[src/rtl/anjn_pkg.sv]
`timescale 1ns / 1ps

package anjn_pkg;

    localparam int MAX_ITEMS = 5;
    localparam int CNT_W     = $clog2(MAX_ITEMS + 1);
    localparam int IDX_W     = $clog2(MAX_ITEMS);

    localparam logic [7:0] CH_MINUS = 8'h2D;
    localparam logic [7:0] CH_PLUS  = 8'h2B;
    localparam logic [7:0] CH_DOT   = 8'h2E;
    localparam logic [7:0] CH_LC_E  = 8'h65;
    localparam logic [7:0] CH_UC_E  = 8'h45;
    localparam logic [7:0] CH_0     = 8'h30;
    localparam logic [7:0] CH_1     = 8'h31;
    localparam logic [7:0] CH_9     = 8'h39;
    localparam logic [7:0] CH_I     = 8'h69;
    localparam logic [7:0] CH_N     = 8'h6E;
    localparam logic [7:0] CH_F     = 8'h66;

    typedef struct packed {
        logic [7:0] out_byte;
        logic       end_mark;
        logic       failed;
    } item_t;

    typedef struct packed {
        item_t [MAX_ITEMS-1:0] items;
        logic  [CNT_W-1:0]     count;
    } burst_t;

endpackage

[src/rtl/anjn_in_if.sv]
`timescale 1ns / 1ps

interface anjn_in_if;
    logic       valid;
    logic       ready;
    logic [7:0] in_byte;
    logic       last_in;

    modport source (output valid, output in_byte, output last_in, input ready);
    modport sink   (input valid, input in_byte, input last_in, output ready);
endinterface

[src/rtl/anjn_out_if.sv]
`timescale 1ns / 1ps

interface anjn_out_if;
    logic       valid;
    logic       ready;
    logic [7:0] out_byte;
    logic       end_mark;
    logic       failed;

    modport source (output valid, output out_byte, output end_mark, output failed,
                    input ready);
    modport sink   (input valid, input out_byte, input end_mark, input failed,
                    output ready);
endinterface

[src/rtl/anjn_parse.sv]
`timescale 1ns / 1ps

module anjn_parse (
    input  logic            clk,
    input  logic            rst_n,
    input  logic            accept,
    input  logic [7:0]      in_byte,
    input  logic            last_in,
    output anjn_pkg::burst_t burst
);
    import anjn_pkg::*;

    typedef enum logic [3:0] {
        PH_START = 4'd0,
        PH_SIGN  = 4'd1,
        PH_INF1  = 4'd2,
        PH_INF2  = 4'd3,
        PH_ZEROS = 4'd4,
        PH_LDOT  = 4'd5,
        PH_DIG   = 4'd6,
        PH_DOT   = 4'd7,
        PH_EXP   = 4'd8,
        PH_ESIGN = 4'd9,
        PH_EDIG  = 4'd10,
        PH_DONE  = 4'd11
    } phase_t;

    phase_t     phase_reg, phase_next;
    logic       sld_reg, sld_next;
    logic       wrote_reg, wrote_next;
    logic       fail_reg, fail_next;

    item_t [MAX_ITEMS-1:0] items;
    logic  [CNT_W-1:0]     n;
    logic                  is_dig;
    logic                  is_e;
    logic                  bad;

    function automatic item_t chr(input logic [7:0] b);
        item_t it;
        it.out_byte = b;
        it.end_mark = 1'b0;
        it.failed   = 1'b0;
        return it;
    endfunction

    always_comb
    begin
        items      = '0;
        n          = '0;
        phase_next = phase_reg;
        sld_next   = sld_reg;
        wrote_next = wrote_reg;
        fail_next  = fail_reg;
        bad        = 1'b0;
        is_dig     = in_byte inside {[CH_0:CH_9]};
        is_e       = (in_byte == CH_LC_E) || (in_byte == CH_UC_E);

        case (phase_reg)
            PH_START, PH_SIGN:
            begin
                if (phase_reg == PH_START && in_byte == CH_MINUS)
                begin
                    items[n] = chr(in_byte); n = n + 1'b1;
                    phase_next = PH_SIGN;
                end
                else if (in_byte == CH_I)
                    phase_next = PH_INF1;
                else if (in_byte == CH_0)
                    phase_next = PH_ZEROS;
                else if (in_byte == CH_DOT)
                begin
                    items[n] = chr(CH_0); n = n + 1'b1;
                    items[n] = chr(CH_DOT); n = n + 1'b1;
                    sld_next   = 1'b1;
                    phase_next = PH_LDOT;
                end
                else if (is_dig)
                begin
                    items[n] = chr(in_byte); n = n + 1'b1;
                    phase_next = PH_DIG;
                end
                else if (is_e)
                begin
                    items[n] = chr(in_byte); n = n + 1'b1;
                    phase_next = PH_EXP;
                end
                else
                    phase_next = PH_DONE;
            end
            PH_INF1:
            begin
                if (in_byte == CH_N)
                    phase_next = PH_INF2;
                else
                begin
                    fail_next  = 1'b1;
                    phase_next = PH_DONE;
                end
            end
            PH_INF2:
            begin
                if (in_byte == CH_F)
                begin
                    items[n] = chr(CH_1); n = n + 1'b1;
                    items[n] = chr(CH_LC_E); n = n + 1'b1;
                    items[n] = chr(CH_9); n = n + 1'b1;
                    items[n] = chr(CH_9); n = n + 1'b1;
                end
                else
                    fail_next = 1'b1;
                phase_next = PH_DONE;
            end
            PH_ZEROS:
            begin
                if (in_byte == CH_0)
                    phase_next = PH_ZEROS;
                else if (in_byte == CH_DOT)
                begin
                    items[n] = chr(CH_0); n = n + 1'b1;
                    items[n] = chr(CH_DOT); n = n + 1'b1;
                    sld_next   = 1'b1;
                    phase_next = PH_LDOT;
                end
                else if (is_dig)
                begin
                    items[n] = chr(in_byte); n = n + 1'b1;
                    phase_next = PH_DIG;
                end
                else
                begin
                    items[n] = chr(CH_0); n = n + 1'b1;
                    if (is_e)
                    begin
                        items[n] = chr(in_byte); n = n + 1'b1;
                        phase_next = PH_EXP;
                    end
                    else
                        phase_next = PH_DONE;
                end
            end
            PH_LDOT, PH_DOT:
            begin
                if (is_dig)
                begin
                    items[n] = chr(in_byte); n = n + 1'b1;
                    phase_next = PH_DIG;
                end
                else
                begin
                    items[n] = chr(CH_0); n = n + 1'b1;
                    if (is_e)
                    begin
                        items[n] = chr(in_byte); n = n + 1'b1;
                        phase_next = PH_EXP;
                    end
                    else
                        phase_next = PH_DONE;
                end
            end
            PH_DIG:
            begin
                if (is_dig)
                begin
                    items[n] = chr(in_byte); n = n + 1'b1;
                end
                else if (in_byte == CH_DOT)
                begin
                    if (sld_reg)
                        phase_next = PH_DONE;
                    else
                    begin
                        items[n] = chr(in_byte); n = n + 1'b1;
                        sld_next   = 1'b1;
                        phase_next = PH_DOT;
                    end
                end
                else if (is_e)
                begin
                    items[n] = chr(in_byte); n = n + 1'b1;
                    phase_next = PH_EXP;
                end
                else
                    phase_next = PH_DONE;
            end
            PH_EXP, PH_ESIGN:
            begin
                if (phase_reg == PH_EXP && (in_byte == CH_MINUS || in_byte == CH_PLUS))
                begin
                    items[n] = chr(in_byte); n = n + 1'b1;
                    phase_next = PH_ESIGN;
                end
                else if (is_dig)
                begin
                    items[n] = chr(in_byte); n = n + 1'b1;
                    phase_next = PH_EDIG;
                end
                else
                begin
                    items[n] = chr(CH_0); n = n + 1'b1;
                    phase_next = PH_DONE;
                end
            end
            PH_EDIG:
            begin
                if (is_dig)
                begin
                    items[n] = chr(in_byte); n = n + 1'b1;
                end
                else
                    phase_next = PH_DONE;
            end
            default:
                phase_next = PH_DONE;
        endcase

        if (n != '0)
            wrote_next = 1'b1;

        if (last_in)
        begin
            bad = fail_next;
            case (phase_next)
                PH_SIGN, PH_INF1, PH_INF2:
                    bad = 1'b1;
                PH_ZEROS, PH_LDOT, PH_DOT, PH_EXP, PH_ESIGN:
                begin
                    items[n] = chr(CH_0); n = n + 1'b1;
                    wrote_next = 1'b1;
                end
                default:
                    ;
            endcase
            if (!wrote_next)
                bad = 1'b1;
            items[n].out_byte = 8'h00;
            items[n].end_mark = 1'b1;
            items[n].failed   = bad;
            n = n + 1'b1;
            phase_next = PH_START;
            sld_next   = 1'b0;
            wrote_next = 1'b0;
            fail_next  = 1'b0;
        end

        burst.items = items;
        burst.count = n;
    end

    always_ff @(posedge clk or negedge rst_n)
    begin
        if (!rst_n)
        begin
            phase_reg <= PH_START;
            sld_reg   <= 1'b0;
            wrote_reg <= 1'b0;
            fail_reg  <= 1'b0;
        end
        else if (accept)
        begin
            phase_reg <= phase_next;
            sld_reg   <= sld_next;
            wrote_reg <= wrote_next;
            fail_reg  <= fail_next;
        end
    end

endmodule

[src/rtl/ascii_number_to_json_normalizer.sv]
`timescale 1ns / 1ps
// ASCII number to JSON normalizer.
// text: input channel, one character per transaction (in_byte), last_in on
//       the final character of a number.
// json: output channel, one character per transaction (out_byte); a number's
//       run closes with an end_mark transaction whose failed bit says the run
//       must be discarded.
// Each input transaction yields 0 to 5 output transactions. They are loaded
// into a result buffer at the accepting edge; the first is visible on json the
// next cycle, then one per cycle while json.ready is high.
// A new character is taken when the buffer is empty or holds its last entry
// and that entry leaves in the same cycle, so a one-to-one stream runs at one
// character per cycle. A burst of k outputs holds text off until its last output is leaving.
// When json stalls, the buffer holds and text.ready drops until it drains.
// Reset empties the buffer and returns the parser to the start of a number.
module ascii_number_to_json_normalizer (
    input  logic       clk,
    input  logic       rst_n,
    anjn_in_if.sink    text,
    anjn_out_if.source json
);
    import anjn_pkg::*;

    burst_t               burst;
    logic                 accept;
    logic                 pop;
    item_t [MAX_ITEMS-1:0] buf_reg;
    logic  [CNT_W-1:0]     cnt_reg;
    logic  [IDX_W-1:0]     rd_reg;
    item_t                 head;

    assign pop        = (cnt_reg != '0) && json.ready;
    assign text.ready = (cnt_reg == '0) || ((cnt_reg == CNT_W'(1)) && json.ready);
    assign accept     = text.valid && text.ready;

    anjn_parse u_parse (
        .clk     (clk),
        .rst_n   (rst_n),
        .accept  (accept),
        .in_byte (text.in_byte),
        .last_in (text.last_in),
        .burst   (burst)
    );

    always_ff @(posedge clk or negedge rst_n)
    begin
        if (!rst_n)
        begin
            cnt_reg <= '0;
            rd_reg  <= '0;
        end
        else if (accept)
        begin
            cnt_reg <= burst.count;
            rd_reg  <= '0;
        end
        else if (pop)
        begin
            cnt_reg <= cnt_reg - 1'b1;
            rd_reg  <= rd_reg + 1'b1;
        end
    end

    always_ff @(posedge clk)
    begin
        if (accept)
            buf_reg <= burst.items;
    end

    assign head          = buf_reg[rd_reg];
    assign json.valid    = (cnt_reg != '0);
    assign json.out_byte = head.out_byte;
    assign json.end_mark = head.end_mark;
    assign json.failed   = head.failed;

endmodule

[src/flat_wrapper.sv]
// flat-port wrapper written by rule: the top's interface ports become plain ports
module ascii_number_to_json_normalizer_flat import anjn_pkg::*;
  (clk, rst_n, text_valid, text_in_byte, text_last_in, text_ready, json_valid, json_out_byte, json_end_mark, json_failed, json_ready);
  anjn_in_if text_i ();
  anjn_out_if json_i ();
  input  logic clk;
  input  logic rst_n;
  input wire logic [$bits(text_i.valid)-1:0] text_valid;
  input wire logic [$bits(text_i.in_byte)-1:0] text_in_byte;
  input wire logic [$bits(text_i.last_in)-1:0] text_last_in;
  output wire logic [$bits(text_i.ready)-1:0] text_ready;
  output wire logic [$bits(json_i.valid)-1:0] json_valid;
  output wire logic [$bits(json_i.out_byte)-1:0] json_out_byte;
  output wire logic [$bits(json_i.end_mark)-1:0] json_end_mark;
  output wire logic [$bits(json_i.failed)-1:0] json_failed;
  input wire logic [$bits(json_i.ready)-1:0] json_ready;
  assign text_i.valid = text_valid;
  assign text_i.in_byte = text_in_byte;
  assign text_i.last_in = text_last_in;
  assign text_ready = text_i.ready;
  assign json_valid = json_i.valid;
  assign json_out_byte = json_i.out_byte;
  assign json_end_mark = json_i.end_mark;
  assign json_failed = json_i.failed;
  assign json_i.ready = json_ready;
  ascii_number_to_json_normalizer u_core (.clk(clk), .rst_n(rst_n), .text(text_i), .json(json_i));
endmodule
[config.mk]
export PLATFORM = sky130hd
export DESIGN_NAME = ascii_number_to_json_normalizer_flat
export DESIGN_NICKNAME = d
export VERILOG_FILES = /design/src/rtl/anjn_pkg.sv /design/src/rtl/anjn_in_if.sv /design/src/rtl/anjn_out_if.sv /design/src/rtl/anjn_parse.sv /design/src/rtl/ascii_number_to_json_normalizer.sv /design/src/flat_wrapper.sv
export SDC_FILE = /design/constraint.sdc
export NUM_CORES = 1
export LEC_CHECK = 0
export BUFFER_PORTS_ARGS = -buffer_cell sky130_fd_sc_hd__buf_4
export CORE_MARGIN = 8
export CORE_UTILIZATION = 54
export CTS_CLUSTER_DIAMETER = 60
export CTS_CLUSTER_SIZE = 10
export DETAILED_ROUTE_END_ITERATION = 8
export PLACE_DENSITY_LB_ADDON = 0.12
export SYNTH_ARGS = -nofsm -noshare
export SYNTH_HDL_FRONTEND = slang
export SYNTH_SLANG_ARGS = --single-unit
[constraint.sdc]
create_clock -name clk -period 3.2 [get_ports clk]
set_clock_uncertainty 0.1 [all_clocks]
set_input_delay 0.32 -clock clk [delete_from_list [all_inputs] [get_ports clk]]
set_output_delay 0.32 -clock clk [all_outputs]
set_load 0.02 [all_outputs]
==> results of run 1 <==
-- per-layer routing --
metal	part of all wire (%)	up-vias	track usage, %
met3	3.5	17	2.66
met1	42	1340	22.7
met4	1.7	0	6.80
met5	0	-	0
met2	53	75	37.0
li1	-	1392	-
-- repair_timing --
action	4_1_cts	5_1_grt
endpoints found under the setup margin	12	17
hold endpoints to repair	13	0
hold buffers	1	0
gates resized for setup	12	18
pin swaps	7	6
buffers inserted	7	6
-- where the power goes --
group | total, W | switching [W] | internal (W)
Sequential | 0.000852 | 0.0000811 | 0.000771
Combinational | 0.00187 | 0.000994 | 0.000877
Clock | 0.000357 | 0.000203 | 0.000155
Total | 0.00308 | 0.00128 | 0.00180
-- cells in the mapped netlist (3+ instances only) --
library cell / count
o21ai_0: 28
a311oi_1: 3
nor3_1: 9
inv_1: 12
nand3_1: 7
edfxtp_1: 31
and2_1: 7
clkbuf_1: 10
o22ai_1: 3
a21oi_1: 19
or2_2: 4
a221oi_1: 3
mux2i_1: 10
xnor2_1: 5
nand2b_1: 9
nor2_1: 36
dfrtp_1: 13
a31oi_1: 6
buf_2: 3
nor2b_1: 5
o21a_1: 4
nand4_1: 3
ha_1: 6
nand3b_1: 3
nand2_1: 34
-- critical path, stage by stage (launching register included) --
cell and delay [ns]:
dfrtp_2 0.44, or4_4 0.53, buf_6 0.14, nor4_4 0.13, buf_4 0.17, o311ai_4 0.11
o2111ai_2 0.15, nor2_4 0.07, ha_4 0.22, inv_2 0.05, and3_4 0.17, or4b_4 0.47
o21ai_4 0.14, nor2_1 0.09
-- area by class of cell --
type                    instances  area [µm²]  share of cell area (%)
multi-input cells             251        1800                    43.7
flip-flops and latches         44        1260                    30.5
inverters                      13        48.8                    1.18
clock inverters                 3        23.8                   0.576
clock buffers                   5        68.8                    1.67
well taps                      72        90.1                    2.18
repair buffers                110         836                    20.3
-- cells by family after synthesis --
| logic type | after synthesis | share of synthesized area [%] |
|---|---|---|
| and+or+nand+nor | 141 | 26.1 |
| AOI/OAI and AO/OA | 82 | 17.8 |
| DFF | 44 | 42.3 |
| buffers and inverters | 29 | 4.17 |
| muxes | 13 | 5.26 |
| adders and majority gates | 6 | 2.53 |
| xor gates and xnor gates | 6 | 1.77 |
| other | 1 | 0.126 |
-- layout by cell type, fill, tap and decap left out, types with 6 or more instances in the layout --
cell	instances
buf_4	107
nand2_1	34
nor2_1	34
edfxtp_1	31
o21ai_0	25
a21oi_1	15
dfrtp_1	12
inv_1	9
mux2i_1	9
nand2b_1	8
nor3_1	7
nand3_1	7
a31oi_1	6
-- through the flow --
step,total power [W],setup slack (ns),cell area (µm²),hold slack (ns)
global route,0.00328,-0.0778,4130,0.217
finish,0.00308,-0.0364,4130,0.194
CTS,0.00299,0.00628,4000,0.183
detailed placement,0.00253,-0.169,3800,0.0779
global placement,0.00249,-0.108,3800,0.0724
floorplan,0.00188,-0.0763,3080,-0.0756
-- worst paths after layout --
path / startpoint / endpoint / slack, ns
worst max-delay path: u_core.u_parse.phase_reg[1]$_DFFE_PN0P_ / u_core.buf_reg[13]$_DFFE_PP_ / -0.04
worst min-delay path: text_last_in / u_core.u_parse.wrote_reg$_DFFE_PN0P_ / 0.19
worst max register to register: u_core.u_parse.phase_reg[1]$_DFFE_PN0P_ / u_core.buf_reg[13]$_DFFE_PP_ / -0.04
worst min register to register: u_core.u_parse.fail_reg$_DFFE_PN0P_ / u_core.u_parse.fail_reg$_DFFE_PN0P_ / 0.41
max in group asynchronous: rst_n / u_core.u_parse.phase_reg[1]$_DFFE_PN0P_ / 2.53
min in group asynchronous: rst_n / u_core.u_parse.fail_reg$_DFFE_PN0P_ / 0.29
==> run metrics, run 1 <==
core area=5410 µm²; status=finished, violations left; Die ar.=slightly above 8000 µm²; Initial DRC Count=217; row count=27; setup violators final=5; synth top area cells=edfxtp_1, dfrtp_1, o21ai_0, nor2_1, nand2_1; Post-Route Setup TNS=-0.0999 ns; vias in the first global route=around 2,800; post-placement cell count=approximately 480; Synth cell types=64; failing checks=negative setup slack; initial antenna violation count=0; Fmax=309 MHz; Syn Inst Count=around 320; Placer Congestion=slightly below 0.9; Synth area leader=edfxtp_1; Max-cap violations=0; drt pass-1 iters=5; routed len/inst=between 15 and 20 µm; crit path kind=reg -> reg; starting density of the core=between 50% and 60%; Peak VDD IR=between 0.4 and 0.5 mV; worst-path fanout max=8; I/O Pins=25; sequential share of the synthesized area=a little over two fifths; Most used DFF post-synth=edfxtp_1; kind of end point of the critical path=register; CTS tree=yes; ANT cells=0; Synth Warn #=0; Hold Crit Depth=2; vias=about 2,800; CP arrival=roughly 3.2 ns; slew margin rel.=between 50% and 60%; Synth Register Bits=44; minimum clock period=roughly 3.2 ns; Die W=90.2 µm; largest net degree at the start of global routing=33; CP startpoint kind=register; setup slack after layout=-0.0364 ns; DR vias/cell=between 5 and 6; top cell type's share of synthesized area=a little under a third; Syn Area/Cell=9.23 µm²; Post-layout nets=between 400 and 500; final design utilization=roughly three quarters; R2R cell count=13; Post-DRT Antenna Nets=0; WP data required=about 3.2 ns; routed wire length=~8300 µm; # fillers=398; worst skew pair latency=around 0.3 ns; DRC viols=0; max reg flops=31; Die Y=between 90 and 100 µm; period utilization=101%; Fin. Hold Viols=0; RSZ-0062 raised after global routing=true; Least-Margin Pin Slew=slightly above 0.6 ns; non-filler cells, final=roughly 500; Final Max Tran Viols=0; async set-reset flop share out of synthesis=29.5%; class of the worst hold path=in -> reg; maximum clock path buffer count=2; IO Port Bufs=24; HPWL after detailed placement=about 6300 µm; Netlist Area Pre-Place=2970 µm²; Overall Global Routing Usage=19.9%; CTS H-tree depth=2; CTS Sinks=44; EDFF count, synth=31; Clk pin slew, worst setup/hold paths=0.09 ns; area delta synth->final=38.8%; root buffer cell=clkbuf_8; total gr overflow=0; first-pass GRT wire length=13,300 µm; share of cells above drive strength 1=between 30% and 40%; Pleak=around 1.8 nW; Num CTS Buffers=5; Pwr Density=around 750 nW/µm²
(Power assumes the default switching activity.)
==> run 2, diff against run 1 <==
--- a/config.mk
+++ b/config.mk
@@ -7,7 +7,7 @@
 export LEC_CHECK = 0
 export BUFFER_PORTS_ARGS = -buffer_cell sky130_fd_sc_hd__buf_4
 export CORE_MARGIN = 8
-export CORE_UTILIZATION = 54
+export CORE_UTILIZATION = 60
 export CTS_CLUSTER_DIAMETER = 60
 export CTS_CLUSTER_SIZE = 10
 export DETAILED_ROUTE_END_ITERATION = 8
==> constraint.sdc (replaced) <==
create_clock -name clk -period 3.1 [get_ports clk]
set_clock_uncertainty 0.1 [all_clocks]
set_input_delay 0.31 -clock clk [delete_from_list [all_inputs] [get_ports clk]]
set_output_delay 0.31 -clock clk [all_outputs]
set_load 0.02 [all_outputs]
==> run 2 against run 1 <==
The flow still finishes with violations (negative setup slack). Utilization is 9.4 points higher. Critical path depth is 5 lower. Sequential share of layout area is 0.34 points higher. Clock power is 4% lower. Combinational power hardly changed. Cell count is 1.8% lower. Total power is 1.7% higher. Worst hold slack worse by 0.0023 ns. Critical path type unchanged. Largest cell class unchanged.
==> run metrics, run 2 (synthesis gave the netlist of run 1 again) <==
Final Cell Area=slightly above 4000 µm²; total gr overflow=0; # fillers=272; Fmax=around 310 MHz; vias in the first global route=between 2,000 and 3,000; Max-cap violations=0; multi-input logic area=~1800 µm²; Initial DRC Count=228; kind of end point of the critical path=register; maximum clock path buffer count=2; Tot Pwr=0.00313 W; Pleak=around 1.7 nW; DRC viols=0; minimum clock period=between 3 and 4 ns; CP arrival=between 3 and 4 ns; Post-DRT Antenna Nets=0; core area=roughly 4800 µm²; non-filler cells, final=between 400 and 500; setup violators final=8; I/O Pins=25; Least-Margin Pin Slew=between 0.6 and 0.7 ns; root buffer cell=clkbuf_8; vias=2,931; worst skew pair latency=about 0.29 ns; area delta synth->final=37.1%; most frequent cells in the layout=buf_4, nand2_1, nor2_1, edfxtp_1, o21ai_0; Pwr Density=769 nW/µm²; initial antenna violation count=0; starting density of the core=between 60% and 70%; failing checks=negative setup slack; period utilization=102%; row count=25; largest net degree at the start of global routing=39; RSZ-0062 raised after global routing=true; Post-Route Setup TNS=-0.394 ns; Placer Congestion=~0.95; setup slack after layout=-0.0772 ns; Overall Global Routing Usage=a little under a quarter; IO Port Bufs=24; Final Max Tran Viols=0; worst-path fanout max=8; Clk pin slew, worst setup/hold paths=0.07 ns; first-pass GRT wire length=around 14,000 µm; status=finished, violations left; crit path kind=reg -> reg; Fin. Hold Viols=0; DP Worst Slack=-0.281 ns; Die ar.=between 7000 and 8000 µm²; Area after DPL=around 3800 µm²; Num CTS Buffers=5; share of cells above drive strength 1=a little under two fifths; most common cell after layout, fill and taps aside=buf_4; ANT cells=0; class of the worst hold path=in -> reg; sequential cell area=approximately 1300 µm²; post-placement cell count=475; DR vias/cell=approximately 6; Die Y=about 86 µm; CTS Sinks=44; Post-layout nets=440; WP data required=3.04 ns; CTS tree=yes; Die W=around 86 µm; CP startpoint kind=register; slew margin rel.=a little under three fifths; drt pass-1 iters=5; routed wire length=~8500 µm; Peak VDD IR=0.522 mV; max reg flops=31; CTS H-tree depth=2; routed len/inst=17.4 µm; HPWL after detailed placement=6430 µm
## run 2: changes by cell type in the layout (fill, tap and decap cells not counted), sizes merged
cell and delta:
buf -4, clkbuf +2, clkinvlp -2
## run 2: worst max-delay path, stage by stage (launching register included)
cell	delay (ns)
dfrtp_1	0.44
or4_4	0.55
or4b_4	0.53
o2bb2ai_4	0.16
o221ai_2	0.11
o21a_1	0.27
or4b_4	0.53
o21ai_4	0.15
nor2_1	0.09
## run 2: metal layers
metal | up-vias | part of all wire, % | GRT usage [%]
li1 | 1379 | - | -
met1 | 1432 | 40 | 26.3
met2 | 98 | 52 | 41.5
met3 | 22 | 4.4 | 3.21
met4 | 0 | 2.9 | 10.5
met5 | - | 0 | 0
## run 2: final cells by class
class / count / area share (%)
clock buffer: 7 / 1.87
tap: 67 / 2.06
timing repair buffer: 106 / 20.1
sequential: 44 / 30.8
multi-input combinational: 251 / 43.9
inverter: 13 / 1.20
clock inverter: 1 / 0.123
## run 2: final timing paths
path | startpoint | to | slack [ns] | depth (start not counted)
setup / recovery | u_core.u_parse.phase_reg[1]$_DFFE_PN0P_ | u_core.buf_reg[13]$_DFFE_PP_ | -0.08 | 8
setup reg to reg | u_core.u_parse.phase_reg[1]$_DFFE_PN0P_ | u_core.buf_reg[13]$_DFFE_PP_ | -0.08 | 8
hold / removal | text_last_in | u_core.u_parse.wrote_reg$_DFFE_PN0P_ | 0.19 | 2
max in group asynchronous | rst_n | u_core.cnt_reg[0]$_DFFE_PN0P_ | 2.39 | 2
hold reg to reg | u_core.u_parse.fail_reg$_DFFE_PN0P_ | u_core.u_parse.fail_reg$_DFFE_PN0P_ | 0.39 | 2
min in group asynchronous | rst_n | u_core.rd_reg[0]$_DFFE_PN0P_ | 0.34 | 2
## run 2: power by group
group          leakage [nW]  internal, W  switching (W)
combinational          1.23     0.000874        0.00101
clock                0.0422     0.000158       0.000184
sequential            0.462     0.000795       0.000109
total                  1.73      0.00183        0.00131
## run 2: through the flow
step,utilization [%],hold WS [ns]
after floorplan,-,-0.0856
after global placement,80.5,0.0594
after detailed placement,80.5,0.0668
final,85.7,0.192
after global routing,85.7,0.213
after CTS,84.1,0.188
## run 2: timing repair
action | 4_1_cts | 5_1_grt
setup endpoints to repair | 12 | 22
pin swaps | 2 | 2
setup buffers | 2 | 3
resized for setup | 12 | 16
hold buffers | 1 | 0
hold endpoints to repair | 13 | 0
